[src/rtl/blc_pkg.sv]
// Shared types and constants for the Bayer black level correction block.
// No dependencies.
package blc_pkg;

  localparam int PIX_W       = 12;  // pixel port width
  localparam int SIZE_W      = 13;  // frame_width / frame_height
  localparam int GAIN_W      = 16;
  localparam int CFG_DATA_W  = 16;
  localparam int CFG_INDEX_W = 3;
  localparam int COL_W       = 11;  // pair column counter
  localparam int ROW_W       = 12;  // row counter
  localparam int PROD_W      = PIX_W + GAIN_W;

  typedef enum logic [CFG_INDEX_W-1:0] {
    REG_FRAME_WIDTH        = 3'd0,
    REG_FRAME_HEIGHT       = 3'd1,
    REG_BLACK_RED          = 3'd2,
    REG_BLACK_GREEN_RED    = 3'd3,
    REG_BLACK_GREEN_BLUE   = 3'd4,
    REG_BLACK_BLUE         = 3'd5,
    REG_RED_TO_GREEN_GAIN  = 3'd6,
    REG_BLUE_TO_GREEN_GAIN = 3'd7
  } blc_reg_t;

  // pair as registered at the input
  typedef struct packed {
    logic [PIX_W-1:0] left;
    logic [PIX_W-1:0] right;
    logic             in_border;
    logic             odd_row;
  } blc_in_stage_t;

  // after black level subtraction and the gain multiply
  typedef struct packed {
    logic [PIX_W-1:0]  pass_left;
    logic [PIX_W-1:0]  pass_right;
    logic [PIX_W-1:0]  corr_color;  // corrected R (even row) or B (odd row)
    logic [PIX_W-1:0]  corr_green;  // corrected Gr or Gb
    logic [PROD_W-1:0] product;
    logic              in_border;
    logic              odd_row;
  } blc_mul_stage_t;

  function automatic logic [PIX_W-1:0] floor_sub(input logic [PIX_W-1:0] v,
                                                 input logic [PIX_W-1:0] bl);
    floor_sub = (v > bl) ? (v - bl) : '0;
  endfunction

endpackage

[src/rtl/bayer_black_level_correction.sv]
// Black level correction for an RGGB Bayer stream, one pixel pair per request.
// Depends on blc_pkg (widths, register indexes, stage structs, floor_sub).
//
//  channel | dir | handshake                 | payload
//  in      | in  | in_valid / in_ready       | pixel_left, pixel_right, frame_start
//  out     | out | out_valid / out_ready     | out_left, out_right
//  cfg     | in  | cfg_write (no wait)       | cfg_index, cfg_data
//
// One request per clock while out_ready is high; a request passes the input
// register, black subtract + gain multiply, add + saturate; then out_valid rises.
// Reset clears all stage valids and the position counters and loads the
// register defaults (1920 x 1080, zero black levels and gains).
// A low out_ready backs up stage by stage; a stage takes a new request when
// it is empty or its content moves on in the same cycle.
module bayer_black_level_correction #(
  parameter int PIXEL_BITS    = 12,
  parameter int FRACTION_BITS = 8,
  parameter int MAX_WIDTH     = 4096
) (
  input  logic                            clk,
  input  logic                            rst,
  input  logic                            cfg_write,
  input  logic [blc_pkg::CFG_INDEX_W-1:0] cfg_index,
  input  logic [blc_pkg::CFG_DATA_W-1:0]  cfg_data,
  input  logic                            in_valid,
  output logic                            in_ready,
  input  logic [blc_pkg::PIX_W-1:0]       pixel_left,
  input  logic [blc_pkg::PIX_W-1:0]       pixel_right,
  input  logic                            frame_start,
  output logic                            out_valid,
  input  logic                            out_ready,
  output logic [blc_pkg::PIX_W-1:0]       out_left,
  output logic [blc_pkg::PIX_W-1:0]       out_right
);
  import blc_pkg::*;

  localparam int FULL_SCALE_INT = (PIXEL_BITS >= PIX_W) ? 4095 : (1 << PIXEL_BITS) - 1;
  localparam int PAIR_CAP_INT   = (MAX_WIDTH / 2 > 2048) ? 2048 : MAX_WIDTH / 2;
  localparam logic [PIX_W-1:0]  FULL_SCALE = FULL_SCALE_INT[PIX_W-1:0];
  localparam logic [ROW_W-1:0]  PAIR_CAP   = PAIR_CAP_INT[ROW_W-1:0];
  localparam logic [SIZE_W-1:0] ROW_CAP    = 13'd4096;

  // configuration registers
  logic [SIZE_W-1:0] frame_width, frame_height;
  logic [PIX_W-1:0]  black_red, black_green_red, black_green_blue, black_blue;
  logic [GAIN_W-1:0] red_to_green_gain, blue_to_green_gain;

  always_ff @(posedge clk) begin
    if (rst) begin
      frame_width        <= 13'd1920;
      frame_height       <= 13'd1080;
      black_red          <= '0;
      black_green_red    <= '0;
      black_green_blue   <= '0;
      black_blue         <= '0;
      red_to_green_gain  <= '0;
      blue_to_green_gain <= '0;
    end else if (cfg_write) begin
      unique case (blc_reg_t'(cfg_index))
        REG_FRAME_WIDTH:        frame_width        <= cfg_data[SIZE_W-1:0];
        REG_FRAME_HEIGHT:       frame_height       <= cfg_data[SIZE_W-1:0];
        REG_BLACK_RED:          black_red          <= cfg_data[PIX_W-1:0];
        REG_BLACK_GREEN_RED:    black_green_red    <= cfg_data[PIX_W-1:0];
        REG_BLACK_GREEN_BLUE:   black_green_blue   <= cfg_data[PIX_W-1:0];
        REG_BLACK_BLUE:         black_blue         <= cfg_data[PIX_W-1:0];
        REG_RED_TO_GREEN_GAIN:  red_to_green_gain  <= cfg_data[GAIN_W-1:0];
        REG_BLUE_TO_GREEN_GAIN: blue_to_green_gain <= cfg_data[GAIN_W-1:0];
        default: ;
      endcase
    end
  end

  // pipeline control
  logic           s1_valid, s2_valid;
  logic           load1, load2, load3;
  logic           in_accept;
  blc_in_stage_t  s1, s1_next;
  blc_mul_stage_t s2, s2_next;

  assign load3     = !out_valid || out_ready;
  assign load2     = !s2_valid || load3;
  assign load1     = !s1_valid || load2;
  assign in_ready  = load1;
  assign in_accept = in_valid && in_ready;

  // position counters
  logic [COL_W-1:0]  pair_column, pair_column_next, col_now;
  logic [ROW_W-1:0]  row_index, row_index_next, row_now;
  logic [ROW_W-1:0]  pairs;
  logic [SIZE_W-1:0] rows;
  logic [SIZE_W-1:0] col_x2, row_even;
  logic              col_wrap, row_wrap;

  always_comb begin
    col_now = frame_start ? '0 : pair_column;
    row_now = frame_start ? '0 : row_index;

    pairs = frame_width[SIZE_W-1:1];
    if (pairs == '0) pairs = 12'd1;
    if (pairs > PAIR_CAP) pairs = PAIR_CAP;
    rows = frame_height;
    if (rows == '0) rows = 13'd1;
    if (rows > ROW_CAP) rows = ROW_CAP;

    col_wrap = ({1'b0, col_now} + 12'd1) >= pairs;
    row_wrap = ({1'b0, row_now} + 13'd1) >= rows;

    if (col_wrap) begin
      pair_column_next = '0;
      row_index_next   = row_wrap ? '0 : row_now + 12'd1;
    end else begin
      pair_column_next = col_now + 11'd1;
      row_index_next   = row_now;
    end

    // border test on the pair's left pixel column and the even row of its pair
    col_x2   = {1'b0, col_now, 1'b0};
    row_even = {1'b0, row_now[ROW_W-1:1], 1'b0};
    s1_next.left      = pixel_left;
    s1_next.right     = pixel_right;
    s1_next.odd_row   = row_now[0];
    s1_next.in_border = (col_x2 >= 13'd2) && (col_x2 + 13'd2 < frame_width) &&
                        (row_even >= 13'd2) && (row_even + 13'd2 < frame_height);
  end

  always_ff @(posedge clk) begin
    if (rst) begin
      pair_column <= '0;
      row_index   <= '0;
    end else if (in_accept) begin
      pair_column <= pair_column_next;
      row_index   <= row_index_next;
    end
  end

  // stage 1: input register
  always_ff @(posedge clk) begin
    if (rst) s1_valid <= 1'b0;
    else if (load1) s1_valid <= in_valid;
  end
  always_ff @(posedge clk) begin
    if (in_accept) s1 <= s1_next;
  end

  // stage 2: black level subtraction and gain multiply
  always_comb begin
    logic [PIX_W-1:0]  color;
    logic [GAIN_W-1:0] gain;
    if (s1.odd_row) begin
      color              = floor_sub(s1.right, black_blue);
      s2_next.corr_green = floor_sub(s1.left, black_green_blue);
      gain               = blue_to_green_gain;
    end else begin
      color              = floor_sub(s1.left, black_red);
      s2_next.corr_green = floor_sub(s1.right, black_green_red);
      gain               = red_to_green_gain;
    end
    s2_next.corr_color = color;
    s2_next.product    = color * gain;
    s2_next.pass_left  = s1.left;
    s2_next.pass_right = s1.right;
    s2_next.in_border  = s1.in_border;
    s2_next.odd_row    = s1.odd_row;
  end

  always_ff @(posedge clk) begin
    if (rst) s2_valid <= 1'b0;
    else if (load2) s2_valid <= s1_valid;
  end
  always_ff @(posedge clk) begin
    if (load2 && s1_valid) s2 <= s2_next;
  end

  // stage 3: add the scaled cross term, saturate, result register
  logic [PROD_W-1:0] delta;
  logic [PROD_W:0]   sum;
  logic [PIX_W-1:0]  green_sat;
  logic [PIX_W-1:0]  out_left_next, out_right_next;

  always_comb begin
    delta     = s2.product >> FRACTION_BITS;
    sum       = {1'b0, delta} + {{(PROD_W + 1 - PIX_W){1'b0}}, s2.corr_green};
    green_sat = (sum > {{(PROD_W + 1 - PIX_W){1'b0}}, FULL_SCALE}) ?
                FULL_SCALE : sum[PIX_W-1:0];
    if (!s2.in_border) begin
      out_left_next  = s2.pass_left;
      out_right_next = s2.pass_right;
    end else if (s2.odd_row) begin
      out_left_next  = green_sat;
      out_right_next = s2.corr_color;
    end else begin
      out_left_next  = s2.corr_color;
      out_right_next = green_sat;
    end
  end

  always_ff @(posedge clk) begin
    if (rst) out_valid <= 1'b0;
    else if (load3) out_valid <= s2_valid;
  end
  always_ff @(posedge clk) begin
    if (load3 && s2_valid) begin
      out_left  <= out_left_next;
      out_right <= out_right_next;
    end
  end

  // checks
  assert property (@(posedge clk) disable iff (rst)
    {1'b0, pair_column} < PAIR_CAP)
    else $error("pair column counter beyond row wrap limit");

  assert property (@(posedge clk) disable iff (rst)
    in_accept && frame_start |=> (pair_column == 11'd1 || pair_column == 11'd0))
    else $error("frame start did not restart the column count");

  assert property (@(posedge clk) disable iff (rst)
    $rose(out_valid) |-> $past(s2_valid))
    else $error("result appeared without a request in the multiply stage");

  assert property (@(posedge clk) disable iff (rst)
    s2_valid && !load3 |=> s2_valid && $stable(s2))
    else $error("multiply stage lost or changed a stalled request");

endmodule

[config.mk]
export PLATFORM = sky130hd
export DESIGN_NAME = bayer_black_level_correction
export DESIGN_NICKNAME = d
export VERILOG_FILES = /design/src/rtl/blc_pkg.sv /design/src/rtl/bayer_black_level_correction.sv
export SDC_FILE = /design/constraint.sdc
export NUM_CORES = 1
export LEC_CHECK = 0
export BUFFER_PORTS_ARGS = -buffer_cell sky130_fd_sc_hd__buf_2
export CORE_ASPECT_RATIO = 1.4
export CORE_MARGIN = 1.5
export CORE_UTILIZATION = 64
export DETAILED_ROUTE_END_ITERATION = 10
export PLACE_DENSITY_LB_ADDON = 0.3
export SLEW_MARGIN = 5
export SYNTH_ARGS = -nofsm -noshare
export SYNTH_HDL_FRONTEND = slang
export SYNTH_SLANG_ARGS = --single-unit
[constraint.sdc]
create_clock -name clk -period 9.25 [get_ports clk]
set_input_delay 1.85 -clock clk [delete_from_list [all_inputs] [get_ports clk]]
set_output_delay 1.85 -clock clk [all_outputs]
set_load 0.1 [all_outputs]
==> Word level (Yosys, flattened, before mapping) <==
Cells that the tools add are included.
{ "word_totals": {"ff_bits": 260, "input_bits": 49, "out_inout_bits": 26, "word_cells": 102} }
{ "op_classes": {"addsub": 11, "n_mul": 1, "order_cmp": 13, "eq_ne": 7, "n_mux": 21, "n_reduce_logical": 23} }
{ "ops": {"columns": ["operator", "n"], "rows": [
  ["12-bit 2-to-1 mux", 16],
  ["12-bit > comparator", 4],
  ["12-bit subtractor", 4],
  ["12-bit by 16-bit multiplier with 28-bit output", 1],
  ["12-bit by 2-bit adder with 13-bit output (second input constant)", 2],
  ["13-bit less-than comparator", 2],
  ["13-bit 2-to-1 mux", 2],
  ["12-bit by 2-bit >= comparator with 1-bit output (second input constant)", 2],
  ["11-bit 2-to-1 mux", 2],
  ["20-bit by 12-bit adder with 21-bit output", 1],
  ["21-bit by 12-bit > comparator with 1-bit output (second input constant)", 1],
  ["16-bit 2-to-1 mux", 1],
  ["2-bit AND reduction", 8],
  ["12-bit by 1-bit adder with 13-bit output (second input constant)", 1],
  ["13-bit >= comparator", 1],
  ["13-bit > comparator (second input constant)", 1],
  ["13-bit zero test", 1],
  ["11-bit by 1-bit adder with 12-bit output (second input constant)", 1],
  ["12-bit by 1-bit adder with 12-bit output (second input constant)", 1],
  ["3-bit equality test (second input constant)", 4],
  ["12-bit >= comparator", 1],
  ["12-bit > comparator (second input constant)", 1],
  ["12-bit zero test", 1],
  ["11-bit by 1-bit adder with 11-bit output (second input constant)", 1],
  ["other kinds (6)", 16]
]} }

==> Longest topological paths before layout <==
{ "logic_depth": {"word_depth": 7, "depth_mapped": 34, "depth_no_buf": 33} }

==> Worst setup path before layout <==
Ideal clock, no wire load.
{ "synth_timing": {"path_kind": "register to register", "start": "register s1[14] (netlist bit)", "end": "register s2, in the netlist delta[16] (data pin)", "arrival_ns": 7.598, "setup_slack_ns": 1.390, "path_stages_with_launch": 32, "period_less_slack_ns": 7.860, "cell_sequence": "edfxtp_1 inv_1 ha_1 fa_1 nand2b_1 a21oi_1 a22oi_1 a21oi_1 inv_1 a21oi_1 inv_1 o31ai_1 clkbuf_1 nand2_1 fa_1 fa_1 inv_1 fa_1 fa_1 inv_1 fa_1 inv_1 ha_1 a21o_1 a21oi_1 o21ai_0 and2_1 a31o_2 or4b_1 a21oi_1 o21ai_1 xor2_1"} }
{ "synth_rtl": {"columns": ["element", "line_no", "rtl"], "rows": [
  ["from (decl)", "bayer_black_level_correction.sv:77", "blc_in_stage_t s1, s1_next;"],
  ["from (signal assigned)", "bayer_black_level_correction.sv:142", "if (in_accept) s1 <= s1_next;"],
  ["to (signal assigned)", "bayer_black_level_correction.sv:171", "if (load2 && s1_valid) s2 <= s2_next;"],
  ["to (decl)", "bayer_black_level_correction.sv:78", "blc_mul_stage_t s2, s2_next;"]
]} }

==> results by group <==
Run status
  – Outcome: completed

STA
  – Final Slew Violations: 0
  – Relative slew slack: 20.29%
  – Clk_skew: 0.02578 ns
  – Fmax: between 0.1 and 0.15 GHz
  – Setup_tns: 0 ns
  – Hold Violations, Final: 0
  – RSZ-0062 raised after global routing: no
  – Final setup margin: 0.5109 ns
  – Setup Viol. Count Final: 0
  – Hold WS: around 0.46 ns
  – Worst Tran Pin Value: 1.187 ns
  – Post-route clock period utilization: 94.48%
  – Period minus WS final: 8.739 ns

Cells and area
  – Fraction of layout cells with a size suffix above 1: 7.021%
  – Filler Cell Count: 2373
  – N_diodes: 0
  – Area growth syn-to-layout: 8.190%
  – Final nets: 2642
  – Fin area: 21310 sq um

Floorplan
  – Initial core utilization: between 60 and 70%
  – Die Wd: 151.3 microns
  – Core area: roughly 30000 sq um
  – I/O pins: 75
  – Die extent in y: between 200 and 250 microns
  – Die footprint: 31850 sq um
  – Site Rows: 75

Logic synthesis
  – Yosys cell types: 66
  – Fraction of registers with async set/reset: 0%
  – Netlist Area Pre-Place: between 15000 and 20000 sq um
  – Number of enable flip-flop cells after synthesis: 120
  – Synth Instances: 2232
  – Top_reg_cell synth: dfxtp_1
  – Multiplexer share of the synthesized area: 1.684%
  – Syn nets: 2601
  – FF+latch count, synth: 252
  – Synth Area in Simple Gates: 16.58%
  – XOR/XNOR share of the synthesized area: 3.825%
  – Seq/Total Area, Yosys: a little under a third
  – Average cell area after synthesis: 8.823 sq um
  – Synth Warn #: 0
  – Compound-Gate Fraction of Synth Area: 13.28%
  – Adder-cell share of the synthesized area: 25.82%
  – Largest family of logic cells by synthesized area: adder cells

Clock tree
  – TritonCTS Sinks: 252
  – H-tree levels: 1
  – CTS resizes: 0
  – Clock-pin slew on the worst setup and hold paths: about 0.07 ns
  – CTS tree: done
  – Root Driver: clkbuf_16
  – Clock Tree Buf Depth: 3
  – Latest clock arrival within the worst-skew pair: 0.58 ns
  – Post-CTS setup buffers: 0
  – Cts bufs inserted: 26
  – Hold buffers post-CTS: 0

Placed design
  – Placed cell area: 20410 sq um
  – Place WS: 0.6204 ns
  – Dpl hpwl: 42250 microns
  – PortBufs: 74
  – Routability Congestion: around 0.9

Setup path
  – WP buf/inv: 4
  – CP max stage cell: o41ai_1
  – Crit path max fanout: 12
  – CP Data Arrival Time: 9.05 ns
  – Most frequent cell on the critical path: fa_1
  – Critical path type: flop to flop
  – Crit end category: flop
  – Critical Path RT: 9.57 ns
  – Crit path launch type: flop
  – Critical Path Max Stage Delay: 0.64 ns
  – Largest delay share family, worst path: compound AO/OA/AOI/OAI gates

Drt
  – DRT iter0 DRCs: 1160
  – 1st-pass router iterations: 8
  – Via density: between 6 and 7
  – Post-DRT Antenna Nets: 0
  – Wire per inst: roughly 20 microns
  – DRC Markers: 0
  – Via count: 16240
  – WL final: 53660 microns

GRT
  – First-pass GRT wire length: 84380 microns
  – Largest net degree at the start of global routing: 72
  – GR Overflow Total: 0
  – Antenna violations before repair: 0
  – Gr usage total: approximately a third
  – Vias in the first global route: 16390

Power
  – P_leak: 9.247 nW
  – Maximum vdd drop: 153.4 uV
  – Pwr per Cell Area: ~140 nW/um^2

Run
  – Max-Cap Viols: 0

Min path
  – HP Class: flop to flop
[cells in the mapped netlist, types with 14 or more instances]
master,n,share of area [%]
xor2_1,41,1.8
clkbuf_1,68,1.3
o22ai_1,21,0.67
edfxtp_1,120,18
dfxtp_1,132,13
mux2i_1,14,0.71
nand3_1,40,1.0
inv_1,283,5.4
o21a_1,16,0.61
nor3_1,25,0.64
and2_1,25,0.79
a21o_1,45,1.7
ha_1,176,11
o21ai_0,42,1.1
nand2_1,430,8.2
fa_1,144,15
nand4_1,18,0.57
nor2b_1,21,0.67
a31oi_1,24,0.76
a21oi_1,178,4.5
nand2b_1,22,0.70
nor2_1,136,2.6
xnor2_1,45,2.0
[final timing paths]
path	from	end	slack, ns	cells past startpoint
setup / recovery	s1[11]	delta[15]	0.51	27
hold / removal	black_green_blue[11]	black_green_blue[11]	0.46	2
setup reg to reg	s1[11]	delta[15]	0.51	27
hold reg to reg	black_green_blue[11]	black_green_blue[11]	0.46	2
[state kept, by name (all words and copies together), names as in the netlist]
signal / cells
out_right: 12
frame_height: 13
out_left: 12
black_blue: 12
black_green_blue: 12
blue_to_green_gain: 16
row_index: 12
delta: 20
out_valid: 1
black_red: 12
black_green_red: 12
s1: 26
pair_column: 11
s1_valid: 1
frame_width: 13
red_to_green_gain: 16
s2_valid: 1
s2: 50
[per-stage QoR]
step	utilization [%]	cells	power (mW)
after floorplan	-	2232	1.657
after global placement	67.75	2630	1.815
after detailed placement	67.75	2630	1.833
after CTS	70.73	2678	2.922
after global routing	70.73	2678	3.018
final	70.73	2678	2.920
[cell families (layout without fill, tap and decap cells)]
| logic type | Yosys count | count (layout) |
|---|---|---|
| flip-flops | 252 | 252 |
| buffers and inverters | 367 | 428 |
| multiplexers | 31 | 31 |
| XOR/XNOR | 86 | 86 |
| AO/OA/AOI/OAI | 420 | 420 |
| adder cells (fa/ha/maj) | 320 | 320 |
| AND/OR/NAND/NOR | 756 | 756 |
[report_power, final]
| part | switching, mW | leakage [nW] | internal (mW) |
|---|---|---|---|
| combinational | 0.369 | 6.61 | 0.189 |
| sequential | 0.0430 | 2.20 | 1.22 |
| clock | 0.476 | 0.435 | 0.619 |
| total | 0.888 | 9.25 | 2.03 |
[cell usage in the layout, fill, tap and decap left out, drive strengths merged, types with 22 or more instances in the layout]
cell,instances
nand2,430
inv,284
a21oi,178
ha,176
fa,144
nor2,136
dfxtp,132
edfxtp,120
buf,96
o21ai,46
a21o,45
xnor2,45
xor2,41
nand3,40
clkbuf,32
and2,25
nor3,25
a31oi,24
nand2b,22
[area by class of cell]
| cell class | instances | area, sq um | share of cell area (%) |
|---|---|---|---|
| multi-input combinational | 1613 | 12080 | 56.68 |
| sequential | 252 | 6246 | 29.32 |
| inverter | 284 | 1066 | 5.004 |
| clock buffer | 32 | 724.4 | 3.400 |
| timing repair buffer | 96 | 538.0 | 2.525 |
| tap | 385 | 481.7 | 2.261 |
| clock inverter | 16 | 172.7 | 0.8104 |
[routing by layer]
| layer | GRT usage [%] | vias up | wire length [microns] | share of wire [%] |
|---|---|---|---|---|
| li1 | - | 7545 | - | - |
| met1 | 38.77 | 7853 | 19420 | 36 |
| met2 | 61.21 | 651 | 27070 | 50 |
| met3 | 4.329 | 195 | 3389 | 6.3 |
| met4 | 21.29 | 0 | 3786 | 7.1 |
| met5 | 0 | - | 0 | 0 |
[tightest hold or removal path: cells and delay by family, from the launching register on]
kind / cells / cell delay [ns]
AOI/OAI and AO/OA: 1 / 0.05
DFF: 1 / 0.31
and+or+nand+nor: 1 / 0.05
(Power assumes the default switching activity.)
